**src/design/lte_pkg.sv**
```systemverilog
// ----------------------------------------------------------------------------
// LZ77 triplet encoder package
// Holds the default sizes, the queue depth and the engine state type.
// ----------------------------------------------------------------------------
package lte_pkg;

	localparam int WINDOW_SIZE_DEF     = 12;
	localparam int LOOKAHEAD_DEPTH_DEF = 16;
	localparam int QUEUE_DEPTH         = 2;

	typedef enum logic [1:0] {
		ST_TAKE,
		ST_SEARCH,
		ST_EMIT,
		ST_SHIFT
	} eng_state_t;

endpackage

```
**src/design/lte_fifo.sv**
```systemverilog
// ----------------------------------------------------------------------------
// Small synchronous queue
// Register-based first-in first-out buffer with push/full and pop/empty.
// ----------------------------------------------------------------------------
module lte_fifo #(
	parameter int WIDTH = 8,
	parameter int DEPTH = 2
) (
	input  logic             clk,
	input  logic             arst_n,
	input  logic             push,
	output logic             full,
	input  logic [WIDTH-1:0] wdata,
	input  logic             pop,
	output logic             empty,
	output logic [WIDTH-1:0] rdata
);
	localparam int PTR_W = (DEPTH > 1) ? $clog2(DEPTH) : 1;
	localparam int CNT_W = $clog2(DEPTH + 1);

	logic [WIDTH-1:0] mem_q [DEPTH];
	logic [PTR_W-1:0] wr_q, rd_q;
	logic [CNT_W-1:0] cnt_q;
	logic             do_push, do_pop;

	assign full    = (cnt_q == CNT_W'(DEPTH));
	assign empty   = (cnt_q == '0);
	assign do_push = push && !full;
	assign do_pop  = pop && !empty;
	assign rdata   = mem_q[rd_q];

	always_ff @(posedge clk or negedge arst_n) begin
		if (!arst_n) begin
			wr_q  <= '0;
			rd_q  <= '0;
			cnt_q <= '0;
		end else begin
			if (do_push) begin
				wr_q <= (wr_q == PTR_W'(DEPTH - 1)) ? '0 : wr_q + 1'b1;
			end
			if (do_pop) begin
				rd_q <= (rd_q == PTR_W'(DEPTH - 1)) ? '0 : rd_q + 1'b1;
			end
			if (do_push && !do_pop) begin
				cnt_q <= cnt_q + 1'b1;
			end else if (do_pop && !do_push) begin
				cnt_q <= cnt_q - 1'b1;
			end
		end
	end

	always_ff @(posedge clk) begin
		if (do_push) begin
			mem_q[wr_q] <= wdata;
		end
	end

endmodule

```
**src/design/lte_engine.sv**
```systemverilog
// ----------------------------------------------------------------------------
// LZ77 match engine
// Holds window and lookahead, searches one offset per cycle, emits triplets.
// ----------------------------------------------------------------------------
module lte_engine #(
	parameter int WINDOW_SIZE     = 12,
	parameter int LOOKAHEAD_DEPTH = 16,
	parameter int OFF_W           = $clog2(WINDOW_SIZE + 1)
) (
	input  logic             clk,
	input  logic             arst_n,
	input  logic             in_empty,
	output logic             in_pop,
	input  logic [7:0]       in_byte,
	input  logic             in_eos,
	input  logic             out_full,
	output logic             out_push,
	output logic [OFF_W-1:0] out_offset,
	output logic [OFF_W-1:0] out_length,
	output logic [7:0]       out_literal,
	output logic             out_final
);
	import lte_pkg::*;

	localparam int OC_W = $clog2(WINDOW_SIZE + 2);
	localparam int LA_W = $clog2(LOOKAHEAD_DEPTH + 1);
	localparam int LI_W = $clog2(LOOKAHEAD_DEPTH);

	eng_state_t       state_q, state_d;
	logic [7:0]       win_q [WINDOW_SIZE];
	logic [7:0]       la_q  [LOOKAHEAD_DEPTH];
	logic [OFF_W-1:0] wf_q;
	logic [LA_W-1:0]  la_fill_q;
	logic [OC_W-1:0]  off_q;
	logic [OFF_W-1:0] best_len_q, best_off_q;
	logic [LA_W-1:0]  rem_q;
	logic             eos_q;
	logic [OFF_W-1:0] len_c;
	logic             search_done;
	logic             last_c;

	// Match length at the current offset: leading run of equal bytes.
	always_comb begin
		logic            run;
		logic            ok;
		logic [OC_W:0]   idx;
		run   = 1'b1;
		len_c = '0;
		for (int j = 0; j < LOOKAHEAD_DEPTH - 1; j++) begin
			idx = (OC_W + 1)'(wf_q) - (OC_W + 1)'(off_q) + (OC_W + 1)'(j);
			ok  = (j < int'(off_q)) && (j < int'(la_fill_q) - 1)
				&& (int'(idx) < WINDOW_SIZE);
			run = run && ok && (win_q[idx[OFF_W-1:0]] == la_q[j]);
			len_c = len_c + OFF_W'(run);
		end
	end

	assign search_done = (off_q > OC_W'(wf_q));
	assign last_c      = eos_q && ((LA_W'(best_len_q) + 1'b1) == la_fill_q);

	assign in_pop      = (state_q == ST_TAKE);
	assign out_push    = (state_q == ST_EMIT) && !out_full;
	assign out_offset  = best_off_q;
	assign out_length  = best_len_q;
	assign out_literal = la_q[LI_W'(best_len_q)];
	assign out_final   = last_c;

	always_comb begin
		state_d = state_q;
		case (state_q)
			ST_TAKE: begin
				if (!in_empty && (in_eos
					|| (la_fill_q + 1'b1) == LA_W'(LOOKAHEAD_DEPTH))) begin
					state_d = ST_SEARCH;
				end
			end
			ST_SEARCH: begin
				if (search_done) begin
					state_d = ST_EMIT;
				end
			end
			ST_EMIT: begin
				if (!out_full) begin
					state_d = ST_SHIFT;
				end
			end
			ST_SHIFT: begin
				if (rem_q == LA_W'(1)) begin
					state_d = (eos_q && la_fill_q != LA_W'(1)) ? ST_SEARCH : ST_TAKE;
				end
			end
			default: state_d = ST_TAKE;
		endcase
	end

	always_ff @(posedge clk or negedge arst_n) begin
		if (!arst_n) begin
			state_q   <= ST_TAKE;
			wf_q      <= '0;
			la_fill_q <= '0;
			off_q     <= '0;
			rem_q     <= '0;
			eos_q     <= 1'b0;
		end else begin
			state_q <= state_d;
			case (state_q)
				ST_TAKE: begin
					if (!in_empty) begin
						la_fill_q <= la_fill_q + 1'b1;
						eos_q     <= in_eos;
						off_q     <= OC_W'(1);
					end
				end
				ST_SEARCH: begin
					if (!search_done) begin
						off_q <= off_q + 1'b1;
					end
				end
				ST_EMIT: begin
					rem_q <= LA_W'(best_len_q) + 1'b1;
				end
				ST_SHIFT: begin
					rem_q     <= rem_q - 1'b1;
					la_fill_q <= la_fill_q - 1'b1;
					off_q     <= OC_W'(1);
					if (rem_q == LA_W'(1) && eos_q && la_fill_q == LA_W'(1)) begin
						wf_q <= '0;
					end else if (wf_q != OFF_W'(WINDOW_SIZE)) begin
						wf_q <= wf_q + 1'b1;
					end
				end
				default: ;
			endcase
		end
	end

	// Byte storage and best-match tracking carry no reset.
	always_ff @(posedge clk) begin
		case (state_q)
			ST_TAKE: begin
				if (!in_empty) begin
					la_q[LI_W'(la_fill_q)] <= in_byte;
				end
				best_len_q <= '0;
				best_off_q <= '0;
			end
			ST_SEARCH: begin
				if (!search_done && len_c > best_len_q) begin
					best_len_q <= len_c;
					best_off_q <= OFF_W'(off_q);
				end
			end
			ST_SHIFT: begin
				for (int i = 0; i < LOOKAHEAD_DEPTH - 1; i++) begin
					la_q[i] <= la_q[i+1];
				end
				if (wf_q == OFF_W'(WINDOW_SIZE)) begin
					for (int i = 0; i < WINDOW_SIZE - 1; i++) begin
						win_q[i] <= win_q[i+1];
					end
					win_q[WINDOW_SIZE-1] <= la_q[0];
				end else begin
					win_q[wf_q] <= la_q[0];
				end
				best_len_q <= '0;
				best_off_q <= '0;
			end
			default: ;
		endcase
	end

endmodule

```
**src/design/lz77_triplet_encoder.sv**
```systemverilog
// ----------------------------------------------------------------------------
// LZ77 triplet encoder
// Sliding-window compressor emitting (offset, length, literal) triplets.
// ----------------------------------------------------------------------------
//  Channel  | Handshake          | Word
//  input    | push / full        | data_byte, end_of_stream
//  result   | empty / pop        | match_offset, match_length, next_literal,
//           |                    | final_triplet
//
// An input word is taken into a two-entry queue and then moved into the
// lookahead in the engine's take state. When the lookahead fills, or on the
// end mark, the engine compares one window start position per cycle, then
// emits a triplet and shifts length plus one bytes into the window at one
// byte per cycle. A full result queue stalls the engine and so the intake.
// Reset clears all fill counts and queue pointers; no clearing pass is run.
// ----------------------------------------------------------------------------
module lz77_triplet_encoder #(
	parameter int WINDOW_SIZE     = lte_pkg::WINDOW_SIZE_DEF,
	parameter int LOOKAHEAD_DEPTH = lte_pkg::LOOKAHEAD_DEPTH_DEF,
	parameter int OFF_W           = $clog2(WINDOW_SIZE + 1)
) (
	input  logic             clk,
	input  logic             arst_n,
	input  logic             push,
	output logic             full,
	input  logic [7:0]       data_byte,
	input  logic             end_of_stream,
	output logic             empty,
	input  logic             pop,
	output logic [OFF_W-1:0] match_offset,
	output logic [OFF_W-1:0] match_length,
	output logic [7:0]       next_literal,
	output logic             final_triplet
);
	import lte_pkg::*;

	localparam int RES_W = 2 * OFF_W + 9;

	logic             in_empty, in_pop, in_eos;
	logic [7:0]       in_byte;
	logic             out_full, out_push, out_final;
	logic [OFF_W-1:0] out_offset, out_length;
	logic [7:0]       out_literal;

	// Front: input words wait here while the engine searches, up to two words.
	lte_fifo #(
		.WIDTH(9),
		.DEPTH(QUEUE_DEPTH)
	) u_in_q (
		.clk   (clk),
		.arst_n(arst_n),
		.push  (push),
		.full  (full),
		.wdata ({end_of_stream, data_byte}),
		.pop   (in_pop),
		.empty (in_empty),
		.rdata ({in_eos, in_byte})
	);

	// Back: match search and window update.
	lte_engine #(
		.WINDOW_SIZE    (WINDOW_SIZE),
		.LOOKAHEAD_DEPTH(LOOKAHEAD_DEPTH),
		.OFF_W          (OFF_W)
	) u_engine (
		.clk        (clk),
		.arst_n     (arst_n),
		.in_empty   (in_empty),
		.in_pop     (in_pop),
		.in_byte    (in_byte),
		.in_eos     (in_eos),
		.out_full   (out_full),
		.out_push   (out_push),
		.out_offset (out_offset),
		.out_length (out_length),
		.out_literal(out_literal),
		.out_final  (out_final)
	);

	// Results wait here; once the queue fills, a consumer stall stops the engine.
	lte_fifo #(
		.WIDTH(RES_W),
		.DEPTH(QUEUE_DEPTH)
	) u_out_q (
		.clk   (clk),
		.arst_n(arst_n),
		.push  (out_push),
		.full  (out_full),
		.wdata ({out_final, out_literal, out_length, out_offset}),
		.pop   (pop),
		.empty (empty),
		.rdata ({final_triplet, next_literal, match_length, match_offset})
	);

endmodule
```
**config.mk**
```make
export PLATFORM = sky130hd
export DESIGN_NAME = lz77_triplet_encoder
export DESIGN_NICKNAME = d
export VERILOG_FILES = /design/src/design/lte_pkg.sv /design/src/design/lte_fifo.sv /design/src/design/lte_engine.sv /design/src/design/lz77_triplet_encoder.sv
export SDC_FILE = /design/constraint.sdc
export NUM_CORES = 1
export LEC_CHECK = 0
export BUFFER_PORTS_ARGS = -buffer_cell sky130_fd_sc_hd__buf_2
export CAP_MARGIN = 20
export CORE_AREA = 2 2 200 202
export DETAILED_ROUTE_END_ITERATION = 10
export DIE_AREA = 0 0 202 204
export HOLD_SLACK_MARGIN = 0.03
export PLACE_DENSITY = 0.83
export SYNTH_ARGS = -nofsm -noshare
export SYNTH_HDL_FRONTEND = slang
export SYNTH_HIERARCHICAL = 1
export SYNTH_SLANG_ARGS = --single-unit
```
**constraint.sdc**
```tcl
create_clock -name clk -period 20.6 [get_ports clk]
set_input_delay 3.09 -clock clk [delete_from_list [all_inputs] [get_ports clk]]
set_output_delay 3.09 -clock clk [all_outputs]
set_load 0.01 [all_outputs]
```
==> results by group <==
Floorplan
  – Core area: 39,200 sq um
  – Die H: 204 um
  – Initial Util: 63.9%
  – Die ar.: 41,200 sq um
  – Die X: 202 um
  – # rows: 73
  – Boundary pin count: 32

Synth
  – Synth cell types: 91
  – Area contributors post-synth: edfxtp_1, mux4_2, mux2i_1
  – Synth top area share: 37.9%
  – Sequential area share after synthesis: 41.1%
  – Prevailing post-synth register cell: edfxtp_1
  – Syn avg cell area: 12.1 sq um
  – Syn Inst Count: 2,066
  – Synth Warn #: 6
  – Asr flop ratio synth: 8.31%
  – Synth Cell Area: 25,000 sq um
  – Yosys top cell by area: edfxtp_1
  – Yosys reg bits: 349
  – Post-synth EDFFs: 316

Global route
  – Grt ovf: 0
  – Wire length of the first global-routing pass: 115,000 um
  – Vias in the first global route: 18.1k
  – Pin count of the biggest net entering global routing: 122
  – Initial antenna violation count: 0
  – Overall fraction of global-route tracks in use: 37.8%

Worst setup path
  – CP max FO: 62
  – Critical path class: register to register
  – Critical Path Max Stage Delay: 1520 ps
  – Most used cell, CP: inv_1
  – Flop-to-flop setup slack: 9110 ps
  – Reg-to-reg startpoint: u_engine/wf_q[0]
  – Worst r2r dst: u_engine/out_offset[2]
  – Crit. End Element: register
  – WP data arrival: 11,770 ps
  – CP Data Required Time: 20,880 ps
  – Cell count of the worst reg-to-reg path: 31
  – CP max stage cell: fa_4
  – CP startpoint kind: register
  – CP Capture Point: u_engine/out_offset[2]
  – Worst setup path start: u_engine/wf_q[0]

Timing
  – Setup TNS: 0 ps
  – Worst Max-Slew Pin Slew: 1090 ps
  – Max-slew violation count: 0
  – Clk_skew: 31.3 ps
  – Final setup fails: 0
  – RSZ-0062 raised after global routing: false
  – Tcrit/Tclk final: 55.8%
  – Endpoints failing hold: 0
  – Achievable Freq: 87.0 MHz
  – Final Critical Period: 11,490 ps
  – Max-slew headroom: 27.2%

Placement
  – Port Buffers: 31
  – Detailed-placement wirelength estimate: 57,200 um
  – RePlAce Congestion: 1.04

Clock network
  – Number of CTS-inserted buffers: 39
  – Hold_buf cts: 0
  – Max clock buf depth: 3
  – CTS tree: yes
  – H-tree levels: 2
  – Clock tree root driver cell: clkbuf_16
  – PostCTS Resize Cnt: 0
  – Postcts setup bufs: 0
  – Clock sink count: 349
  – Reg clk slew, reported paths: 60 ps
  – Clk Latency, worst-skew pair: 580 ps

Detailed routing
  – Met3 WL: 8660 um
  – Metal2 WL: 35,900 um
  – Pre-antenna DRT Iters: 6
  – Final ANT Viol Nets: 0
  – DR WL/cell: 29.8 um
  – Initial drt markers: 2,819
  – M1 WL: 27,500 um
  – Top sig layer: met4
  – DRT Wirelength: 77,100 um
  – Vias per inst: 7.23
  – DRC Markers: 0
  – Vias: 18.7k

Flow run
  – Max Cap Viol: 0

Final layout
  – Share of cells above drive strength 1: 21.6%
  – Antenna diode count: 0
  – Layout Area Growth over Synthesis: 7.23%
  – Nets: 2,105
  – Utilization after layout: 68.5%

Hold path
  – Hold path depth: 0
  – HP Class: register to register

Status
  – Status: finished clean
-- cells in the mapped netlist (10+ instances only) --
| cell type | instances |
|---|---|
| a21oi_1 | 42 |
| a22oi_1 | 12 |
| and2_1 | 12 |
| and3_1 | 12 |
| buf_1 | 21 |
| buf_2 | 31 |
| clkbuf_1 | 76 |
| dfrtp_1 | 29 |
| edfxtp_1 | 316 |
| fa_1 | 11 |
| ha_1 | 46 |
| inv_1 | 50 |
| mux2_2 | 104 |
| mux2i_1 | 224 |
| mux4_2 | 174 |
| nand2_1 | 364 |
| nand2b_1 | 14 |
| nand3_1 | 46 |
| nand4_1 | 19 |
| nor2_1 | 51 |
| nor2b_1 | 16 |
| nor3_1 | 21 |
| nor4_1 | 14 |
| o211ai_1 | 10 |
| o21ai_0 | 39 |
| o22ai_1 | 10 |
| xnor2_1 | 101 |
| xor2_1 | 38 |
-- layer usage --
layer	track usage [%]	up-vias
met5	0	-
met4	20.9	0
met3	8.35	290
met2	60.0	1445
met1	48.6	9222
li1	-	7774
-- flip-flops by register name, summed over array words and instances, names as in the netlist, 5 cells and up, named ones only --
name                cells
u_engine/win_q        128
u_in_q/mem_q           18
u_engine/la_fill_q      5
u_engine/la_q         128
u_engine/rem_q          5
u_out_q/mem_q          34
-- final cells by class --
cell class	instances	area, sq um
clock buffer	44	1000
clock inverter	26	241
fill	2700	12300
inverter	56	210
multi-input combinational	1528	14000
sequential	349	10300
tap	525	657
timing repair buffer	61	424
-- cells in the final DEF (no fill, tap or decap), types with 16 or more instances in the layout --
cell type and n:
a21oi_1 42, nand4_1 19, buf_4 27, nand2_1 364
edfxtp_1 316, nor2_1 51, xor2_1 38, ha_1 42
xnor2_1 100, mux4_2 174, dfrtp_1 29, clkbuf_16 39
buf_2 31, o21ai_0 39, mux2i_1 224, nand3_1 46
nor3_1 16, nor2b_1 16, mux2_2 104, inv_1 50
-- worst max-delay path: cells and delay by family (launching register included) --
family	cells	cell delay, ps
AOI/OAI and AO/OA	4	750
xor gates and xnor gates	1	160
adders and majority gates	10	5320
buffers and inverters	8	1570
DFF	1	430
muxes	2	1090
and+or+nand+nor	6	1790
-- logic make-up after synthesis --
kind of cell	after synthesis	synth area share, %
simple gates	602	10.8
fa+ha+maj	57	3.18
xor+xnor	149	5.67
buf+inv	197	3.40
compound gates	187	5.02
other cells	2	0.0300
mux	523	30.8
flops	349	41.1
-- worst min path at each step --
stage                                      start                  end  slack [ps]
after floorplan           u_engine/out_offset[0]  u_out_q/mem_q[0][0]         420
after global placement    u_engine/out_offset[3]  u_out_q/mem_q[0][3]         430
after detailed placement  u_engine/out_offset[1]  u_out_q/mem_q[0][1]         440
after CTS                 u_engine/out_offset[1]  u_out_q/mem_q[0][1]         450
after global routing      u_engine/out_offset[1]  u_out_q/mem_q[0][1]         480
final                     u_engine/out_offset[1]  u_out_q/mem_q[0][1]         450
-- per-stage QoR --
| step | std cells | cell area [sq um] | hold WS [ps] | setup WS [ps] |
|---|---|---|---|---|
| floorplan | 2074 | 25100 | 421 | 10290 |
| global placement | 2516 | 25500 | 428 | 9390 |
| detailed placement | 2517 | 25600 | 438 | 9260 |
| CTS | 2587 | 26800 | 451 | 9240 |
| global route | 2589 | 26900 | 479 | 8560 |
| finish | 2589 | 26900 | 448 | 9110 |
Power is not shown: default switching activity piles up to over one toggle a cycle in this logic, so the estimate is an artifact.
